===== src/alfr_pkg.sv =====
// Shared constants and types of the additive lagged Fibonacci generator.
package alfr_pkg;

	localparam int unsigned TableLength = 55;
	localparam int unsigned PtrW = $clog2(TableLength);
	localparam int unsigned WordW = 32;
	localparam int unsigned OutW = 31;

	localparam logic [PtrW-1:0] ShortStart = PtrW'(23);
	localparam logic [PtrW-1:0] LongStart = PtrW'(TableLength - 1);
	localparam logic [PtrW-1:0] LastIndex = PtrW'(TableLength - 1);

	localparam logic [WordW-1:0] LcgMul = 32'd69069;
	localparam logic [WordW-1:0] LcgAdd = 32'd1725307361;
	localparam logic [WordW-1:0] ResetSeed = 32'd1;

	localparam logic ActDraw = 1'b0;
	localparam logic ActSeed = 1'b1;

	typedef struct packed {
		logic en;
		logic [PtrW-1:0] addr;
		logic [WordW-1:0] data;
	} alfr_wr_t;

endpackage


===== src/alfr_table.sv =====
// Lag table memory with one write port and two registered read ports.
module alfr_table (
	input logic clk,
	input alfr_pkg::alfr_wr_t wr,
	input logic [alfr_pkg::PtrW-1:0] addr_a,
	input logic [alfr_pkg::PtrW-1:0] addr_b,
	output logic [alfr_pkg::WordW-1:0] rd_a,
	output logic [alfr_pkg::WordW-1:0] rd_b
);

	logic [alfr_pkg::WordW-1:0] mem [alfr_pkg::TableLength];
	logic [alfr_pkg::WordW-1:0] rd_a_q;
	logic [alfr_pkg::WordW-1:0] rd_b_q;

	always_ff @(posedge clk) begin
		if (wr.en) begin
			mem[wr.addr] <= wr.data;
		end
		rd_a_q <= mem[addr_a];
		rd_b_q <= mem[addr_b];
	end

	assign rd_a = rd_a_q;
	assign rd_b = rd_b_q;

endmodule


===== src/alfr_seeder.sv =====
// Fill sequencer that writes the table from the linear congruential sequence.
module alfr_seeder (
	input logic clk,
	input logic arst_n,
	input logic start,
	input logic [alfr_pkg::WordW-1:0] seed,
	output alfr_pkg::alfr_wr_t wr,
	output logic busy
);

	logic busy_q;
	logic [alfr_pkg::WordW-1:0] x_q;
	logic [alfr_pkg::PtrW-1:0] idx_q;

	always_ff @(posedge clk or negedge arst_n) begin
		if (!arst_n) begin
			busy_q <= 1'b1;
			x_q <= alfr_pkg::ResetSeed;
			idx_q <= '0;
		end else if (start) begin
			busy_q <= 1'b1;
			x_q <= seed;
			idx_q <= '0;
		end else if (busy_q) begin
			x_q <= alfr_pkg::WordW'(x_q * alfr_pkg::LcgMul) + alfr_pkg::LcgAdd;
			idx_q <= idx_q + 1'b1;
			if (idx_q == alfr_pkg::LastIndex) begin
				busy_q <= 1'b0;
			end
		end
	end

	always_comb begin
		wr.en = busy_q;
		wr.addr = idx_q;
		wr.data = x_q + (x_q >> 16);
	end

	assign busy = busy_q;

endmodule


===== src/additive_lagged_fibonacci_rng_unit.sv =====
// Top level of the additive lagged Fibonacci generator with lags 24 and 55.
//
//   channel  direction  handshake           payload
//   input    in         in_valid/in_ready   action, seed_value
//   output   out        out_valid/out_ready random_value
//
// A draw reads both table entries in the accept cycle; in the draw state
// the unit adds them, writes the sum back and loads the output register.
// A seed item is accepted, its fill writes all 55 table entries, and the
// unit then returns to idle. After reset the same fill with seed one runs
// before the first item is accepted. A full output register holds a draw
// in its write cycle until the result is taken.
module additive_lagged_fibonacci_rng_unit (
	input logic clk,
	input logic arst_n,
	input logic in_valid,
	output logic in_ready,
	input logic action,
	input logic [31:0] seed_value,
	output logic out_valid,
	input logic out_ready,
	output logic [30:0] random_value
);

	typedef enum logic [2:0] {
		StIdle = 3'b001,
		StDraw = 3'b010,
		StFill = 3'b100
	} state_t;

	state_t state_q;
	logic [alfr_pkg::PtrW-1:0] short_q;
	logic [alfr_pkg::PtrW-1:0] long_q;
	logic out_valid_q;
	logic [alfr_pkg::OutW-1:0] random_value_q;

	logic accept;
	logic seed_start;
	logic draw_done;
	logic seed_busy;
	logic [alfr_pkg::WordW-1:0] rd_short;
	logic [alfr_pkg::WordW-1:0] rd_long;
	logic [alfr_pkg::WordW-1:0] sum;
	alfr_pkg::alfr_wr_t seed_wr;
	alfr_pkg::alfr_wr_t tbl_wr;

	assign in_ready = (state_q == StIdle);
	assign accept = in_valid && in_ready;
	assign seed_start = accept && (action == alfr_pkg::ActSeed);
	assign draw_done = (state_q == StDraw) && (!out_valid_q || out_ready);
	assign sum = rd_long + rd_short;

	always_comb begin
		if (draw_done) begin
			tbl_wr.en = 1'b1;
			tbl_wr.addr = long_q;
			tbl_wr.data = sum;
		end else begin
			tbl_wr = seed_wr;
		end
	end

	alfr_seeder u_seeder (
		.clk(clk),
		.arst_n(arst_n),
		.start(seed_start),
		.seed(seed_value),
		.wr(seed_wr),
		.busy(seed_busy)
	);

	alfr_table u_table (
		.clk(clk),
		.wr(tbl_wr),
		.addr_a(short_q),
		.addr_b(long_q),
		.rd_a(rd_short),
		.rd_b(rd_long)
	);

	always_ff @(posedge clk or negedge arst_n) begin
		if (!arst_n) begin
			state_q <= StFill;
			short_q <= alfr_pkg::ShortStart;
			long_q <= alfr_pkg::LongStart;
		end else begin
			unique case (state_q)
				StIdle: begin
					if (accept) begin
						if (action == alfr_pkg::ActSeed) begin
							state_q <= StFill;
							short_q <= alfr_pkg::ShortStart;
							long_q <= alfr_pkg::LongStart;
						end else begin
							state_q <= StDraw;
						end
					end
				end
				StDraw: begin
					if (draw_done) begin
						state_q <= StIdle;
						short_q <= (short_q == '0) ? alfr_pkg::LastIndex : short_q - 1'b1;
						long_q <= (long_q == '0) ? alfr_pkg::LastIndex : long_q - 1'b1;
					end
				end
				StFill: begin
					if (!seed_busy) begin
						state_q <= StIdle;
					end
				end
				default: begin
					state_q <= StIdle;
				end
			endcase
		end
	end

	always_ff @(posedge clk or negedge arst_n) begin
		if (!arst_n) begin
			out_valid_q <= 1'b0;
		end else if (draw_done) begin
			out_valid_q <= 1'b1;
		end else if (out_ready) begin
			out_valid_q <= 1'b0;
		end
	end

	always_ff @(posedge clk) begin
		if (draw_done) begin
			random_value_q <= sum[alfr_pkg::OutW-1:0];
		end
	end

	assign out_valid = out_valid_q;
	assign random_value = random_value_q;

endmodule

===== config.mk =====
export PLATFORM = sky130hd
export DESIGN_NAME = additive_lagged_fibonacci_rng_unit
export DESIGN_NICKNAME = d
export VERILOG_FILES = /design/src/alfr_pkg.sv /design/src/alfr_table.sv /design/src/alfr_seeder.sv /design/src/additive_lagged_fibonacci_rng_unit.sv
export SDC_FILE = /design/constraint.sdc
export NUM_CORES = 2
export LEC_CHECK = 0
export BUFFER_PORTS_ARGS = -buffer_cell sky130_fd_sc_hd__buf_2
export CAP_MARGIN = 30
export CORE_ASPECT_RATIO = 1.1
export CORE_MARGIN = 2
export CORE_UTILIZATION = 49
export CTS_CLUSTER_SIZE = 14
export DETAILED_ROUTE_END_ITERATION = 16
export SYNTH_ARGS = -nofsm -noshare
export SYNTH_HDL_FRONTEND = slang
export SYNTH_SLANG_ARGS = --single-unit

===== constraint.sdc =====
create_clock -name clk -period 7.52 [get_ports clk]
set_clock_uncertainty 0.05 [all_clocks]
set_input_delay 1.128 -clock clk [delete_from_list [all_inputs] [get_ports clk]]
set_output_delay 1.128 -clock clk [all_outputs]
set_load 0.005 [all_outputs]

After elaboration in Yosys (flattened, before gate mapping)
Memories as Yosys holds them, arrays and structs flattened. A register that Yosys moved wholly into a read port is not among the register bits.
Cells that the tools add are included.
{ "op_classes": {"mul": 1, "add_sub_neg": 6, "muxes": 27, "eq_ne": 8, "reduce_logical": 12} }
{ "op_table": {"columns": ["operator", "count"], "rows": [
  ["$mux 32", 2],
  ["$mux 6", 10],
  ["$mux 39", 1],
  ["$add 32x16->32", 1],
  ["$add 32x31->32 const B", 1],
  ["$add 32x32->32", 1],
  ["$mul 32x17->32 const B", 1],
  ["$pmux 6 s2", 2],
  ["$logic_not 6->1", 2],
  ["$mux 3", 4],
  ["$sub 6x1->6 const B", 2],
  ["$pmux 3 s3", 1],
  ["$mux 1", 7],
  ["$add 6x1->6 const B", 1],
  ["$eq 6x6->1 const B", 1],
  ["$reduce_bool 2->1", 3],
  ["$ne 2x1->1 const B", 2],
  ["$ne 2x2->1 const B", 2],
  ["$reduce_and 4->1", 1],
  ["$eq 3x1->1 const B", 1],
  ["$eq 3x2->1 const B", 1],
  ["$eq 3x3->1 const B", 1],
  ["$logic_and 1x1->1", 3],
  ["$reduce_and 3->1", 1],
  ["other kinds (2)", 2]
]} }
{ "totals": {"ram_bits": 1760, "memories": 1, "out_inout_bits": 33, "register_bits": 86, "input_bits": 37, "word_cells": 63} }
{ "mem_list": {"columns": ["name", "words", "width", "read_ports", "rd_clocked_by_memory_dff", "wr", "line", "source"], "rows": [
  ["u_table.mem", 55, 32, 2, 2, 1, "alfr_table.sv:11", "logic [alfr_pkg::WordW-1:0] mem [alfr_pkg::TableLength];"]
]} }

Logic depth before layout (Yosys ltp)
{ "depth": {"ltp_word": 6, "mapped_depth": 24, "ltp_nobuf": 23} }

By module
From an unflattened synthesis, not the netlist that was laid out.
{ "hier_totals": {"hier_cells": 5654, "hier_area_um2": 97009.3} }
{ "modules_own_cells": {"columns": ["mod", "cells_per_inst", "seq_area_each_um2", "area_each_um2", "instances"], "rows": [
  ["alfr_table", 4055, 54131.9, 82544.2, 1],
  ["alfr_seeder", 1083, 978.4, 10000.8, 1],
  ["additive_lagged_fibonacci_rng_unit", 516, 1342.5, 4464.3, 1]
]} }

Worst setup path before layout
OpenSTA, ideal clock, no wires.
{ "synth_path": {"kind": "reg2reg", "start": "reg u_seeder.x_q[4] in the netlist's numbering", "end": "reg u_seeder.x_q[25] in the netlist's numbering", "setup_slack_ns": 1.659, "path_buffers": 0, "arrival_ns": 5.734, "path_stages_with_launch": 22, "setup_ns": 0.076, "required_time_ns": 7.394, "period_less_slack_ns": 5.861, "cell_sequence": "dfrtp_1 > inv_1 > fa_1 > fa_1 > fa_1 > inv_1 > fa_1 > fa_1 > inv_1 > fa_1 > inv_1 > ha_1 > a21oi_1 > o211ai_1 > a221oi_2 > a211oi_1 > or2_1 > or3_1 > a31oi_1 > xnor2_1 > mux2i_1 > o21ai_1"} }
{ "synth_via": {"elab_chain_cells": 4} }
{ "synth_lines": {"columns": ["item", "line", "source"], "rows": [
  ["from (decl)", "alfr_seeder.sv:12", "logic [alfr_pkg::WordW-1:0] x_q;"],
  ["from (signal assigned)", "alfr_seeder.sv:18", "x_q <= alfr_pkg::ResetSeed;"],
  ["from (signal assigned)", "alfr_seeder.sv:25", "x_q <= alfr_pkg::WordW'(x_q * alfr_pkg::LcgMul) + alfr_pkg::LcgAdd;"],
  ["$mul 32x17->32", "alfr_seeder.sv:25", null],
  ["$add 32x31->32", "alfr_seeder.sv:25", null],
  ["$mux 32", "alfr_seeder.sv:24", "end else if (busy_q) begin"],
  ["$mux 32", "alfr_seeder.sv:20", "end else if (start) begin"]
]} }
No other way between the ends. The select of a mux whose other input is x is not followed.
A chain may end at the register's enable or synchronous reset.

Worst setup path after layout
{ "layout_path": {"start": "reg u_seeder.x_q[10] in the netlist's numbering", "end": "reg u_seeder.x_q[31] in the netlist's numbering"} }
Same word-level chain as after synthesis.

==> run summary <==
Core area = 0.190 sq mm
Total Routing Usage GR = 0.303
Area added between synthesis and finish = 11.6%
Status = finished, final reports clean
First-pass GRT wire length = 411000 microns
Met3 Usage GRT = 0.0629
DR iter-0 viols = 6862
Worst Hold Class = primary input to asynchronous set/reset pin
Crit start category = register
# Max-Cap Violations = 0
Syn nets = 5567
Largest net degree at the start of global routing = 99
Final #Nets = 5683
Post-synthesis sequential area ratio = 0.585
Number of remaining DRC errors = 0
WL/cell = 36.6 microns
CTS buffer count = 191
Number of hold buffers added after cts = 0
Critical path endpoint category = register
Post-Syn Instances = 5169
Initial antenna violation count = 12
Rows = 168
Worst EP arrival = 7120 ps
Post-CTS resize count = 0
DRT Pass-1 Iters = 6
Die width = 421 microns
Highest clock rate = 0.156 GHz
Finished layout cell area = 0.105 sq mm
CP Max Fanout = 10
Vias/cell = 6.68
Detailed placement HPWL = 178000 microns
Mapped Area = 0.0937 sq mm
Count of cell types in the netlist = 78
Clock latency on the worst-skew pair = 870 ps
Ys async rst share = 0.0297
Drt total wl = 293000 microns
Layout cells sized above 1 = 0.303
# IOs = 70
H-tree levels = 4
Starting density of the core = 0.492
Clock period minus worst slack = 6430 ps
RD Place Congestion = 0.902
Worst-path clk slew = 60 ps
Total global routing overflow = 0
Final period util = 0.855
Synth warn = 0
Detailed-route via count = 53500
Most frequent cells in the layout = edfxtp_1, mux4_2, inv_1, nand2_1, mux2i_1
CTS tree = done
Fin. Hold Viols = 0
Worst rel slew slack = 0.293
TNS Setup = 0 ps
Post-route ant nets = 0
GRT met1 Usage = 0.423
DIE AREA = 0.195 sq mm
FF+latch count, synth = 1853
Max Root-Sink Buffers = 3
GRT Max-Usage Layer = met2
DP Area = 0.0982 sq mm
CTS Sinks = 1853
Postcts setup bufs = 0
Vias in the first global route = 53900
Mean post-synth cell area = 18.1 sq um
M2 GR Usage = 0.479
I/O Buffers = 69
Clock Root Buffer = clkbuf_16
Worst slew pin tran = 1060 ps
Setup-failing EPs final = 0
WP data required = 8210 ps
RSZ-0062 raised after global routing = no
Max-slew violations = 0
Setup CP Type = register to register
Top_reg_cell synth = edfxtp_1
Post-synth EDFFs = 1736
Die height = 463 microns
Commonest non-fill, non-tap cell in the layout = edfxtp_1
==> cell type report <==
class | instances | area, sq um
Clock buffer | 258 | 5300
Clock inverter | 98 | 923
Antenna cell | 3 | 7.51
Fill cell | 14700 | 85700
Inverter | 314 | 1180
Timing Repair Buffer | 239 | 2070
Sequential cell | 1853 | 54800
Tap cell | 2550 | 3190
Multi-Input combinational cell | 2686 | 37000
==> sequential cells by signal, summed over array words and instances, names as in the netlist, 6 cells and up <==
register	flops
u_table.mem	1705
u_seeder.x_q	32
short_q	6
u_seeder.idx_q	6
long_q	6
random_value	31
u_table.rd_a	31
u_table.rd_b	31
==> worst max-delay path: stages, from the launching register on <==
cell and delay (ps):
dfrtp_1 660, inv_1 160, ha_1 390, fa_1 520
inv_1 50, fa_1 480, fa_1 500, fa_1 490
inv_1 50, fa_1 470, inv_1 40, ha_1 440
nand3_1 200, nor4b_1 440, a221oi_2 130, a211oi_1 420
o41ai_1 160, a31oi_1 270, nand3_1 120, nand2_1 90
xnor2_1 120, o21ai_1 70
==> layer usage <==
metal | vias to the layer above | routed length (microns)
met5 | - | 64
met4 | 10 | 10800
met3 | 507 | 25900
met2 | 2690 | 141000
met1 | 28900 | 115000
li1 | 21300 | -
==> through the flow <==
step / setup slack, ps / hold slack [ps] / instances / utilization
final: 1090 / 374 / 8001 / 0.549
after detailed placement: 1030 / 419 / 7637 / 0.516
after floorplan: 1660 / 374 / 5169 / -
after CTS: 1030 / 365 / 7993 / 0.549
after global placement: 1090 / 405 / 7626 / 0.515
after global routing: 612 / 406 / 7999 / 0.549
==> cells in the mapped netlist, types with 16 or more instances <==
cell type     n  area share
mux4_2      963        0.23
a21oi_1      88      0.0047
buf_2        98      0.0052
ha_1        201       0.027
inv_1       314       0.013
a22oi_1      16      0.0013
mux2_2       51      0.0061
a31oi_1      27      0.0018
nand3_1      35      0.0019
nor2_1      141      0.0057
fa_1        160       0.034
nand2_1     240      0.0096
nand2b_1     17      0.0011
o221ai_1     29      0.0027
clkbuf_1    148      0.0059
buf_1        57      0.0023
o21a_1       17      0.0014
mux2i_1     209       0.022
dfrtp_1      44       0.012
xor2_1       30      0.0028
a21o_1       36      0.0029
a221oi_1     20      0.0019
edfxtp_1   1736        0.56
o21ai_0     152      0.0081
dfxtp_1      62       0.013
xnor2_1      70      0.0065
nor3_1       17     0.00091
==> final timing paths <==
check / startpoint / depth (start not counted) / slack, ps / end
max in group asynchronous: arst_n / 2 / 6360 / long_q[3]
max: u_seeder.x_q[10] / 21 / 1090 / u_seeder.x_q[31]
min in group clk: state_q[1] / 1 / 430 / state_q[2]
min: arst_n / 2 / 370 / u_seeder.x_q[9]
min reg2reg: state_q[1] / 1 / 430 / state_q[2]
max reg2reg: u_seeder.x_q[10] / 21 / 1090 / u_seeder.x_q[31]
==> kinds of logic (layout without fill, tap and decap cells) <==
group / after synthesis / after routing / synth area share
simple gates: 517 / 517 / 0.0240
flops: 1853 / 1853 / 0.585
fa+ha+maj: 361 / 361 / 0.0611
buf+inv: 630 / 909 / 0.0272
mux: 1224 / 1224 / 0.260
compound gates: 484 / 484 / 0.0336
other cells: 0 / 3 / 0
xor+xnor: 100 / 100 / 0.00935
Power is not shown: default switching activity piles up to over one toggle a cycle in this logic, so the estimate is an artifact.
